## src/rtl/dpd_pkg.sv

```systemverilog
`timescale 1ns / 1ps
package dpd_pkg;

    localparam int DELIM_LEN_DEF = 19;
    localparam int NAME_LEN      = 19;

    localparam logic [7:0] DELIM_TEXT [NAME_LEN] = '{
        8'h50, 8'h41, 8'h43, 8'h4B, 8'h45, 8'h54, 8'h5F, 8'h45, 8'h4E, 8'h44,
        8'h5F, 8'h4E, 8'h6F, 8'h74, 8'h69, 8'h66, 8'h69, 8'h65, 8'h72
    };

    // one entry of the front-to-back queue
    typedef struct packed {
        logic       close;   // delimiter completed on this byte
        logic [7:0] data;
    } t_cmd;

    // delimiter byte at a position; zero past the text
    function automatic logic [7:0] delim_at(input logic [6:0] idx);
        logic [7:0] b;
        b = 8'h00;
        if (idx < 7'(NAME_LEN)) begin
            b = DELIM_TEXT[idx[4:0]];
        end
        return b;
    endfunction

endpackage

```

## src/rtl/dpd_in_if.sv

```systemverilog
`timescale 1ns / 1ps
interface dpd_in_if;
    logic       valid;
    logic       ready;
    logic [7:0] in_byte;

    modport source (output valid, output in_byte, input ready);
    modport sink   (input valid, input in_byte, output ready);
endinterface

```

## src/rtl/dpd_out_if.sv

```systemverilog
`timescale 1ns / 1ps
interface dpd_out_if;
    logic       valid;
    logic       ready;
    logic [7:0] out_byte;
    logic       last;
    logic       empty_packet;

    modport source (output valid, output out_byte, output last, output empty_packet,
                    input ready);
    modport sink   (input valid, input out_byte, input last, input empty_packet,
                    output ready);
endinterface

```

## src/rtl/dpd_front.sv

```systemverilog
`timescale 1ns / 1ps
module dpd_front #(
    parameter int DELIM_LEN = dpd_pkg::DELIM_LEN_DEF
) (
    input  logic          i_clk,
    input  logic          i_rst_n,
    input  logic          i_valid,
    input  logic [7:0]    i_byte,
    output logic          o_ready,
    output logic          o_push,
    output dpd_pkg::t_cmd o_cmd,
    input  logic          i_q_ready
);

    localparam int MW = $clog2(DELIM_LEN + 1);

    logic [MW-1:0] r_match_index;
    logic [MW-1:0] n_match_index;
    logic [MW-1:0] idx_plus;
    logic          hit;
    logic          hit_first;
    logic          complete;
    logic          accept;

    assign accept    = i_valid && i_q_ready;
    assign hit       = (dpd_pkg::delim_at(7'(r_match_index)) == i_byte);
    assign hit_first = (dpd_pkg::delim_at(7'd0) == i_byte) && (DELIM_LEN > 1);
    assign idx_plus  = r_match_index + 1'b1;
    assign complete  = hit && (idx_plus == MW'(DELIM_LEN));

    always_comb begin
        n_match_index = r_match_index;
        if (accept) begin
            if (complete) begin
                n_match_index = '0;
            end else if (hit) begin
                n_match_index = idx_plus;
            end else begin
                // restart: the byte may open a new delimiter
                n_match_index = hit_first ? MW'(1) : '0;
            end
        end
    end

    always_ff @(posedge i_clk) begin
        if (!i_rst_n) begin
            r_match_index <= '0;
        end else begin
            r_match_index <= n_match_index;
        end
    end

    assign o_ready     = i_q_ready;
    assign o_push      = i_valid;
    assign o_cmd.close = complete;
    assign o_cmd.data  = i_byte;

endmodule

```

## src/rtl/dpd_cmd_queue.sv

```systemverilog
`timescale 1ns / 1ps
module dpd_cmd_queue (
    input  logic          i_clk,
    input  logic          i_rst_n,
    input  logic          i_push,
    input  dpd_pkg::t_cmd i_cmd,
    output logic          o_ready,
    output logic          o_valid,
    output dpd_pkg::t_cmd o_cmd,
    input  logic          i_pop
);

    dpd_pkg::t_cmd r_mem [2];
    logic          r_wr_ptr;
    logic          r_rd_ptr;
    logic [1:0]    r_count;
    logic          do_push;
    logic          do_pop;

    assign o_ready = (r_count != 2'd2);
    assign o_valid = (r_count != 2'd0);
    assign o_cmd   = r_mem[r_rd_ptr];
    assign do_push = i_push && o_ready;
    assign do_pop  = i_pop && o_valid;

    always_ff @(posedge i_clk) begin
        if (do_push) begin
            r_mem[r_wr_ptr] <= i_cmd;
        end
    end

    always_ff @(posedge i_clk) begin
        if (!i_rst_n) begin
            r_wr_ptr <= 1'b0;
            r_rd_ptr <= 1'b0;
            r_count  <= 2'd0;
        end else begin
            if (do_push) begin
                r_wr_ptr <= ~r_wr_ptr;
            end
            if (do_pop) begin
                r_rd_ptr <= ~r_rd_ptr;
            end
            r_count <= r_count + {1'b0, do_push} - {1'b0, do_pop};
        end
    end

endmodule

```

## src/rtl/dpd_back.sv

```systemverilog
`timescale 1ns / 1ps
module dpd_back #(
    parameter int DELIM_LEN = dpd_pkg::DELIM_LEN_DEF
) (
    input  logic          i_clk,
    input  logic          i_rst_n,
    input  logic          i_q_valid,
    input  dpd_pkg::t_cmd i_cmd,
    output logic          o_pop,
    output logic          o_valid,
    input  logic          i_ready,
    output logic [7:0]    o_byte,
    output logic          o_last,
    output logic          o_empty
);

    localparam int HOLD = DELIM_LEN - 1;
    localparam int CW   = (DELIM_LEN > 1) ? $clog2(DELIM_LEN) : 1;

    logic [CW-1:0] r_count;
    logic [CW-1:0] n_count;
    logic [7:0]    r_pending;
    logic [7:0]    n_pending;
    logic          r_pending_valid;
    logic          n_pending_valid;
    logic          r_out_valid;
    logic          n_out_valid;
    logic [7:0]    r_out_byte;
    logic [7:0]    n_out_byte;
    logic          r_out_last;
    logic          n_out_last;
    logic          r_out_empty;
    logic          n_out_empty;
    logic          pop;
    logic          shift;
    logic          full;
    logic [7:0]    leaving;

    assign pop   = i_q_valid && (!r_out_valid || i_ready);
    assign o_pop = pop;
    assign shift = pop && !i_cmd.close;
    assign full  = (r_count == CW'(HOLD));

    generate
        if (HOLD == 0) begin : g_no_line
            assign leaving = i_cmd.data;
        end else begin : g_line
            // newest at tap 0, oldest of a full line at the last tap
            logic [7:0] r_hold [HOLD];
            always_ff @(posedge i_clk) begin
                if (shift) begin
                    r_hold[0] <= i_cmd.data;
                    for (int i = 1; i < HOLD; i++) begin
                        r_hold[i] <= r_hold[i-1];
                    end
                end
            end
            assign leaving = r_hold[HOLD-1];
        end
    endgenerate

    always_comb begin
        n_count         = r_count;
        n_pending       = r_pending;
        n_pending_valid = r_pending_valid;
        n_out_valid     = r_out_valid && !i_ready;
        n_out_byte      = r_out_byte;
        n_out_last      = r_out_last;
        n_out_empty     = r_out_empty;
        if (pop) begin
            if (i_cmd.close) begin
                n_out_valid     = 1'b1;
                n_out_byte      = r_pending_valid ? r_pending : 8'h00;
                n_out_last      = r_pending_valid;
                n_out_empty     = !r_pending_valid;
                n_count         = '0;
                n_pending_valid = 1'b0;
            end else if (full) begin
                n_out_valid     = r_pending_valid;
                n_out_byte      = r_pending;
                n_out_last      = 1'b0;
                n_out_empty     = 1'b0;
                n_pending       = leaving;
                n_pending_valid = 1'b1;
            end else begin
                n_out_valid = 1'b0;
                n_count     = r_count + 1'b1;
            end
        end
    end

    always_ff @(posedge i_clk) begin
        r_pending   <= n_pending;
        r_out_byte  <= n_out_byte;
        r_out_last  <= n_out_last;
        r_out_empty <= n_out_empty;
    end

    always_ff @(posedge i_clk) begin
        if (!i_rst_n) begin
            r_count         <= '0;
            r_pending_valid <= 1'b0;
            r_out_valid     <= 1'b0;
        end else begin
            r_count         <= n_count;
            r_pending_valid <= n_pending_valid;
            r_out_valid     <= n_out_valid;
        end
    end

    assign o_valid = r_out_valid;
    assign o_byte  = r_out_byte;
    assign o_last  = r_out_last;
    assign o_empty = r_out_empty;

    a_close_gives_beat: assert property (@(posedge i_clk) disable iff (!i_rst_n)
        (pop && i_cmd.close) |=> (r_out_valid && (r_out_last != r_out_empty)
                                  && !r_pending_valid && (r_count == '0)))
        else $error("packet close did not yield a closing beat");

    a_count_bound: assert property (@(posedge i_clk) disable iff (!i_rst_n)
        r_count <= CW'(HOLD))
        else $error("hold line count overflow");

    a_pending_needs_full: assert property (@(posedge i_clk) disable iff (!i_rst_n)
        r_pending_valid |-> full)
        else $error("pending byte without a full hold line");

    a_no_drop: assert property (@(posedge i_clk) disable iff (!i_rst_n)
        (r_out_valid && !i_ready) |=> (r_out_valid && $stable(r_out_byte)))
        else $error("stalled result overwritten");

endmodule

```

## src/rtl/delimiter_packet_deframer.sv

```systemverilog
`timescale 1ns / 1ps
// Channel   Dir  Beat payload                      Handshake
// i_in      in   in_byte[7:0]                      valid / ready
// o_out     out  out_byte[7:0], last, empty_packet valid / ready
//
// One byte per cycle sustained while o_out accepts; a byte is matched against
// the delimiter as it is accepted, queued (2 entries), then applied to the hold
// line and pending register, one queue entry per cycle; result beats are then
// registered. Output stalls back up through the queue to i_in.ready.
// Synchronous active-low reset clears match index, fill count and queue.
module delimiter_packet_deframer #(
    parameter int DELIM_LEN = dpd_pkg::DELIM_LEN_DEF
) (
    input  logic  i_clk,
    input  logic  i_rst_n,
    dpd_in_if.sink    i_in,
    dpd_out_if.source o_out
);

    logic          f_push;
    dpd_pkg::t_cmd f_cmd;
    logic          q_ready;
    logic          q_valid;
    dpd_pkg::t_cmd q_cmd;
    logic          b_pop;

    dpd_front #(.DELIM_LEN(DELIM_LEN)) u_front (
        .i_clk     (i_clk),
        .i_rst_n   (i_rst_n),
        .i_valid   (i_in.valid),
        .i_byte    (i_in.in_byte),
        .o_ready   (i_in.ready),
        .o_push    (f_push),
        .o_cmd     (f_cmd),
        .i_q_ready (q_ready)
    );

    dpd_cmd_queue u_queue (
        .i_clk   (i_clk),
        .i_rst_n (i_rst_n),
        .i_push  (f_push),
        .i_cmd   (f_cmd),
        .o_ready (q_ready),
        .o_valid (q_valid),
        .o_cmd   (q_cmd),
        .i_pop   (b_pop)
    );

    dpd_back #(.DELIM_LEN(DELIM_LEN)) u_back (
        .i_clk     (i_clk),
        .i_rst_n   (i_rst_n),
        .i_q_valid (q_valid),
        .i_cmd     (q_cmd),
        .o_pop     (b_pop),
        .o_valid   (o_out.valid),
        .i_ready   (o_out.ready),
        .o_byte    (o_out.out_byte),
        .o_last    (o_out.last),
        .o_empty   (o_out.empty_packet)
    );

endmodule
```

## src/flat_wrapper.sv

```systemverilog
// flat-port wrapper written by rule: the top's interface ports become plain ports
module delimiter_packet_deframer_flat 
#(
    parameter int DELIM_LEN = dpd_pkg::DELIM_LEN_DEF
)
  (i_clk, i_rst_n, i_in_valid, i_in_in_byte, i_in_ready, o_out_valid, o_out_out_byte, o_out_last, o_out_empty_packet, o_out_ready);
  dpd_in_if i_in_i ();
  dpd_out_if o_out_i ();
  input  logic i_clk;
  input  logic i_rst_n;
  input wire logic [$bits(i_in_i.valid)-1:0] i_in_valid;
  input wire logic [$bits(i_in_i.in_byte)-1:0] i_in_in_byte;
  output wire logic [$bits(i_in_i.ready)-1:0] i_in_ready;
  output wire logic [$bits(o_out_i.valid)-1:0] o_out_valid;
  output wire logic [$bits(o_out_i.out_byte)-1:0] o_out_out_byte;
  output wire logic [$bits(o_out_i.last)-1:0] o_out_last;
  output wire logic [$bits(o_out_i.empty_packet)-1:0] o_out_empty_packet;
  input wire logic [$bits(o_out_i.ready)-1:0] o_out_ready;
  assign i_in_i.valid = i_in_valid;
  assign i_in_i.in_byte = i_in_in_byte;
  assign i_in_ready = i_in_i.ready;
  assign o_out_valid = o_out_i.valid;
  assign o_out_out_byte = o_out_i.out_byte;
  assign o_out_last = o_out_i.last;
  assign o_out_empty_packet = o_out_i.empty_packet;
  assign o_out_i.ready = o_out_ready;
  delimiter_packet_deframer #(.DELIM_LEN(DELIM_LEN)) u_core (.i_clk(i_clk), .i_rst_n(i_rst_n), .i_in(i_in_i), .o_out(o_out_i));
endmodule
```

## config.mk

```make
export PLATFORM = sky130hd
export DESIGN_NAME = delimiter_packet_deframer_flat
export DESIGN_NICKNAME = d
export VERILOG_FILES = /design/src/rtl/dpd_pkg.sv /design/src/rtl/dpd_in_if.sv /design/src/rtl/dpd_out_if.sv /design/src/rtl/dpd_front.sv /design/src/rtl/dpd_cmd_queue.sv /design/src/rtl/dpd_back.sv /design/src/rtl/delimiter_packet_deframer.sv /design/src/flat_wrapper.sv
export SDC_FILE = /design/constraint.sdc
export NUM_CORES = 1
export LEC_CHECK = 0
export BUFFER_PORTS_ARGS = -buffer_cell sky130_fd_sc_hd__buf_2
export CORE_MARGIN = 5
export CORE_UTILIZATION = 55
export DETAILED_ROUTE_END_ITERATION = 6
export HOLD_SLACK_MARGIN = 0.08
export PLACE_DENSITY = 0.72
export REMOVE_ABC_BUFFERS = 1
export SYNTH_ARGS = -nofsm -noshare
export SYNTH_HDL_FRONTEND = slang
export SYNTH_SLANG_ARGS = --single-unit
```

## constraint.sdc

```tcl
create_clock -name i_clk -period 10.3 [get_ports i_clk]
set_input_delay 1.03 -clock i_clk [delete_from_list [all_inputs] [get_ports i_clk]]
set_output_delay 1.03 -clock i_clk [all_outputs]
set_load 0.005 [all_outputs]
```

[Word-level counts from Yosys, hierarchy flattened]
Memories as Yosys holds them, arrays and structs flattened. A register that Yosys moved wholly into a read port is not among the register bits.
Index checks and enable logic that the tools add are counted.
Word-level totals
  memory bits (read-only): 256
  input bits: 12
  output and inout port bits: 12
  RAM bits: 162
  register bits after elaboration: 26
  memories: 3
Memories
  (no name shown): depth 32, width 8, rd ports 1, clocked after Yosys merged registers in 0, write ports 0, line dpd_pkg.sv:23  | b = DELIM_TEXT[idx[4:0]];
  u_core.u_back.g_line.r_hold: depth 18, width 8, rd ports 18, clocked after Yosys merged registers in 1, write ports 18, line dpd_back.sv:49  | logic [7:0] r_hold [HOLD];
  u_core.u_queue.r_mem: depth 2, width 9, rd ports 1, clocked after Yosys merged registers in 1, write ports 1, line dpd_cmd_queue.sv:13  | dpd_pkg::t_cmd r_mem [2];
Cells by class
  bitwise logic cells: 4
  reductions and logical operators: 16
  equality and inequality tests: 6
  $lt $le $gt $ge: 2
  mux-type cells: 25
  add/subtract/negate cells: 4
Operators by type and width (count)
  $mux W8: 6
  $mux W5: 4
  $mux W1: 15
  $add A5 B1 Y5 const B: 2
  $eq A5 B5 Y1 const B: 2
  $eq A7 B8 Y1 const A: 1
  $eq A8 B8 Y1: 1
  $ge A6 B6 Y1 const B: 1
  $logic_and A1 B1 Y1: 6
  $not A5 Y6: 1
  $lt A5 B5 Y1 const B: 1
  $logic_not A1 Y1: 4
  $ne A2 B2 Y1 const B: 2
  $reduce_and A2 Y1: 2
  $reduce_bool A2 Y1: 2
  $not A1 Y1: 3
  $reduce_and A3 Y1: 1
  $add A2 B1 Y2: 1
  $sub A2 B1 Y2: 1
  $logic_or A1 B1 Y1: 1

[Longest topological paths before layout]
  depth in word-level cells: 8
  depth in mapped cells: 10
  gate-level depth less buffers: 9

[Hierarchy]
A second synthesis with hierarchy kept.
Second synthesis, totals
  cell total of the unflattened synthesis: 438
  area, all modules: 7390.8 um^2
By module, submodules not included
  dpd_back: area an instance 5390.2 um^2, cells an instance 225, instances 1, seq. area each 5004.8 um^2
  dpd_front: area an instance 1093.5 um^2, cells an instance 155, instances 1, seq. area each 100.1 um^2
  dpd_cmd_queue: area an instance 907.1 um^2, cells an instance 58, instances 1, seq. area each 640.6 um^2

[Worst setup path before layout]
Ideal clock, no wire load.
  path type: input-to-reg
  start: in o_out_ready
  end: reg u_core.u_back.r_count[2]
  stages: 7
  required time: 10.235 ns
  arrival time: 8.409 ns
  setup slack: 1.826 ns
  library setup time: 0.065 ns
  cells stage by stage: nand2b_1 o21ai_1 nor2_1 nand2_1 nor3b_1 a21oi_1 nor2b_1
Between the ends
  word-level cells in the longest chain between the ends: 3
RTL lines
  start, declared: line flat_wrapper.sv:18  | input wire logic [$bits(o_out_i.ready)-1:0] o_out_ready;
  $logic_or A1 B1 Y1: line dpd_back.sv:39  | assign pop = i_q_valid && (!r_out_valid || i_ready);
  $logic_and A1 B1 Y1: line dpd_back.sv:39
  $reduce_and A2 Y1 (no line)
  end signal, assigned: line dpd_back.sv:105  | r_count <= n_count;
  end, declared: line dpd_back.sv:20  | logic [CW-1:0] r_count;
No other way between the ends.
A chain may end at the register's enable or synchronous reset.

[Final worst setup path]
  start: reg u_core.u_front.r_match_index[0]
  end: reg u_core.u_front.r_match_index[1]
Between the ends
  word-level cells in the longest chain between the ends: 8
RTL lines
  start, declared: line dpd_front.sv:17  | logic [MW-1:0] r_match_index;
  start signal, assigned: line dpd_front.sv:49  | r_match_index <= n_match_index;
  $not A5 Y6 (not written as such): line dpd_pkg.sv:23
  $mem_v2 Z32 W8
  $mux W8 (not written as such) (2 in a row): line dpd_pkg.sv:23
  $mux W8: line dpd_pkg.sv:22  | if (idx < 7'(NAME_LEN)) begin
  $eq A8 B8 Y1: line dpd_front.sv:26  | assign hit = (dpd_pkg::delim_at(7'(r_match_index)) == i_byte);
  $mux W5 / $logic_and A1 B1 Y1 (equally long branches): line dpd_front.sv:36, dpd_front.sv:29
  $mux W5 (*): line dpd_front.sv:34  | if (complete) begin
Mark *: on every way between the ends. The rest lies on a longest branch, timed or not. The select of a mux whose other input is x is not followed.

==> flow_summary.yaml <==
status:
  status: "completed"
critical_path:
  start_kind: "flip-flop"
  r2r-start: "u_core.u_front.r_match_index[0]"
  endpoint_kind: "flip-flop"
  worst-path-stages: 9
  critPathRequiredTime_ps: 10650
  cp_slowest_stage_delay_ps: 590
  path_class: "flip-flop to flip-flop"
  critical_path.cell_chain: "inv_1, ha_1, and2b_4, or3_1, a21o_1, a311oi_2, nand4_2, or4b_1, a21boi_1"
  crit_buf_inv: 1
  cp.arrival_ps: 3410
  cp_top_family: "simple AND/OR/NAND/NOR gates"
  critPathLaunch: "u_core.u_front.r_match_index[0]"
  r2r_slack_ps: 7240
  crit_slowest_cell: "dfxtp_1"
  critPathCapture: "u_core.u_front.r_match_index[1]"
  r2r_end: "u_core.u_front.r_match_index[1]"
  rr_worst_depth: 9
  worstPathMaxFanout: 13
clocking:
  cts_root_buf: "clkbuf_16"
  cts_tree: "yes"
  clkTransAtPathRegs_ps: 70
  insertion_delay_ps: 420
  cts-htree-levels: 4
  holdBufCountCts: 0
  cts.sinks: 197
  cts.repair.resized: 0
  cts_buffer_depth: 2
  cts_made_buffers: 17
  cts_setup_buffers: 0
grt:
  grtUsageMet1: 0.1870
  antenna_found_initial: 0
  grt_usage: 0.1357
  grt-ovfl-total: 0
  globalRouteMet3Util: 0.04117
  grt_pass1_vias: 3116
  busiest_layer: "met2"
  grt_max_degree: 101
  grt_pass1_wl_mm: 15.45
  grtUsageMet2: 0.2040
drt:
  initialDrtViolationCount: 311
  wl_per_cell_um: 15.48
  viasPerCell: 5.439
  drt_pass1_iterations: 4
  num_vias: 3296
  drc: 0
  drtAntennaViolNets: 0
  wl_mm: 9.383
pwr:
  ir_worst_vdd_uv: 146.0
  p_comb_frac: 0.102
  power.switching_mw: 0.5023
  clkPwrFrac: 0.302
  pwr-share-seq: 0.596
  power_mw: 2.080
  p_int_mw: 1.578
  switching_share: 0.2414
  leakage_nw: 2.628
  power.density_nw_per_um2: 263.7
final_layout:
  syn_to_final_growth_pct: 12.23
  finalNonFillerCells: 606
  diodes: 0
  fillers: 891
  drive_above_1_share: 0.1705
  finalNetCount: 443
sta:
  clock.fmax_mhz: 326.8
  tns_ps: 0
  timing.final.crit_share: 0.2971
  slew_viol_final: 0
  slew_headroom: 0.1452
  finClkSkew_ps: 7.269
  hold_violations: 0
  setup-violations-final: 0
  rsz0062_at_grt: "no"
  tightest_slew_ps: 1272
  holdWs_ps: 417.2
  post-route-min-period_ps: 3060
synthesis:
  synth_edf_count: 180
  synth_cell_types: 54
  avgSynthCellArea_um2: 18.17
  synthCells: 387
  yosysSeqAreaShare: 0.8172
  yosysWarnings: 0
  synth_area_um2: 7030
  ys_ff_latch: 197
  synth_flop_cell: "edfxtp_1"
  async_flop_share: 0
floorplanning:
  dieArea_um2: 15140
  fp.dieH_um: 123.1
  die_w_um: 123.1
  boundaryPins: 24
  rows: 41
  core_um2: 12570
  initial_core_util: 0.5594
flow_run:
  cap_violations: 0
placed_design:
  place_hpwl_mm: 5.589
  dp_cells: 574
  place.gp.congestion: 0.8476
  port_buffers: 23
min_path:
  min_path_type: "flip-flop to flip-flop"
[synth_stat cells, drive strengths merged, types with 2 or more instances]
cell type	n	area (um^2)
edfxtp	180	5405
dfxtp	17	340.3
a21oi	15	75.07
nor2b	13	81.33
and2	11	68.82
nand2	11	41.29
nor2	11	41.29
o21ai	11	55.05
ha	10	125.1
inv	10	37.54
mux2	9	101.4
buf	7	46.29
nand2b	7	43.79
nand4	6	43.79
nand3	5	25.02
nor3	5	25.02
nor4b	4	41.29
a211o	3	27.53
a21boi	3	22.52
a21o	3	23.77
a31oi	3	18.77
clkbuf	3	12.51
mux2i	3	30.03
nand3b	3	22.52
o22ai	3	18.77
or3	3	18.77
xnor2	3	26.28
xor2	3	26.28
a31o	2	17.52
and3	2	12.51
o211ai	2	15.01
o21bai	2	15.01
o31a	2	17.52
[worst register-to-register path, delay by kind of cell (launching register included)]
family / cells / cell delay, ps
buffers and inverters: 1 / 200
AO/OA/AOI/OAI: 3 / 610
flip-flops: 1 / 590
adder cells (fa/ha/maj): 1 / 310
AND/OR/NAND/NOR: 4 / 1290
[cell type report]
class	count	area [um^2]	area share
Timing Repair Buffer	25	130.1	0.01649
Sequential cell	197	5746	0.7282
Clock buffer	18	429.2	0.05439
Multi-Input combinational cell	169	1192	0.1511
Inverter	11	41.29	0.005233
Tap cell	172	215.2	0.02728
Clock inverter	14	136.4	0.01729
[flip-flops by register name, indices dropped and copies added, names as in the netlist, named ones only]
| signal | count |
|---|---|
| u_core.u_back.g_line.r_hold | 144 |
| u_core.u_back.o_byte | 8 |
| u_core.u_back.o_empty | 1 |
| u_core.u_back.o_last | 1 |
| u_core.u_back.o_valid | 1 |
| u_core.u_back.r_count | 5 |
| u_core.u_back.r_pending | 8 |
| u_core.u_back.r_pending_valid | 1 |
| u_core.u_front.r_match_index | 5 |
| u_core.u_queue.r_count | 2 |
| u_core.u_queue.r_mem | 18 |
| u_core.u_queue.r_rd_ptr | 1 |
| u_core.u_queue.r_wr_ptr | 1 |
[power by group through the flow]
stage / Combinational, mW / Sequential (mW) / Clock (mW)
global route: 0.239 / 1.26 / 0.683
CTS: 0.217 / 1.24 / 0.644
global placement: 0.210 / 1.25 / 0
floorplan: 0.151 / 1.28 / 0
detailed placement: 0.218 / 1.26 / 0
finish: 0.212 / 1.24 / 0.629
[metrics by stage]
| step | util | worst slack, ps | instance area, um^2 |
|---|---|---|---|
| finish | 0.6278 | 7240 | 7890 |
| global route | 0.6278 | 7023 | 7890 |
| CTS | 0.6278 | 7233 | 7890 |
| detailed placement | 0.5828 | 6763 | 7325 |
| global placement | 0.5828 | 6872 | 7325 |
| floorplan | - | 1826 | 6972 |
[worst min-delay path by stage]
stage                                            start                                 end  slack (ps)  cells past startpoint
finish               u_core.u_back.g_line.r_hold[7][0]   u_core.u_back.g_line.r_hold[8][0]         420                      0
global route        u_core.u_back.g_line.r_hold[11][5]  u_core.u_back.g_line.r_hold[12][5]         420                      0
floorplan            u_core.u_back.g_line.r_hold[9][0]  u_core.u_back.g_line.r_hold[10][0]         400                      0
detailed placement  u_core.u_back.g_line.r_hold[14][3]  u_core.u_back.g_line.r_hold[15][3]         400                      0
global placement    u_core.u_back.g_line.r_hold[17][2]          u_core.u_back.r_pending[2]         400                      0
CTS                  u_core.u_back.g_line.r_hold[7][7]   u_core.u_back.g_line.r_hold[8][7]         420                      0
[kinds of logic after synthesis]
group / synth area share
AO/OA/AOI/OAI: 0.05054
XOR/XNOR: 0.007476
adder cells (fa/ha/maj): 0.01780
buffers and inverters: 0.01424
flip-flops: 0.8172
multiplexers: 0.01869
AND/OR/NAND/NOR: 0.07403
[placed cells by master (no fill, tap or decap), types with 5 or more instances in the layout]
cell / instances
inv_6: 7
nor2_1: 10
buf_2: 23
and2_1: 11
nor2b_1: 13
mux2_2: 9
clkbuf_16: 17
inv_1: 10
nand4_1: 5
nand2_1: 11
nand3_1: 5
ha_1: 10
nor3_1: 5
o21ai_0: 10
a21oi_1: 15
nand2b_1: 7
edfxtp_1: 180
dfxtp_1: 17
[metal layers]
layer / vias up / part of all wire
met2: 72 / 0.47
met5: - / 0
li1: 1560 / -
met1: 1649 / 0.47
met4: 0 / 0.017
met3: 15 / 0.040
No activity file was read; power rests on OpenSTA's default activity.
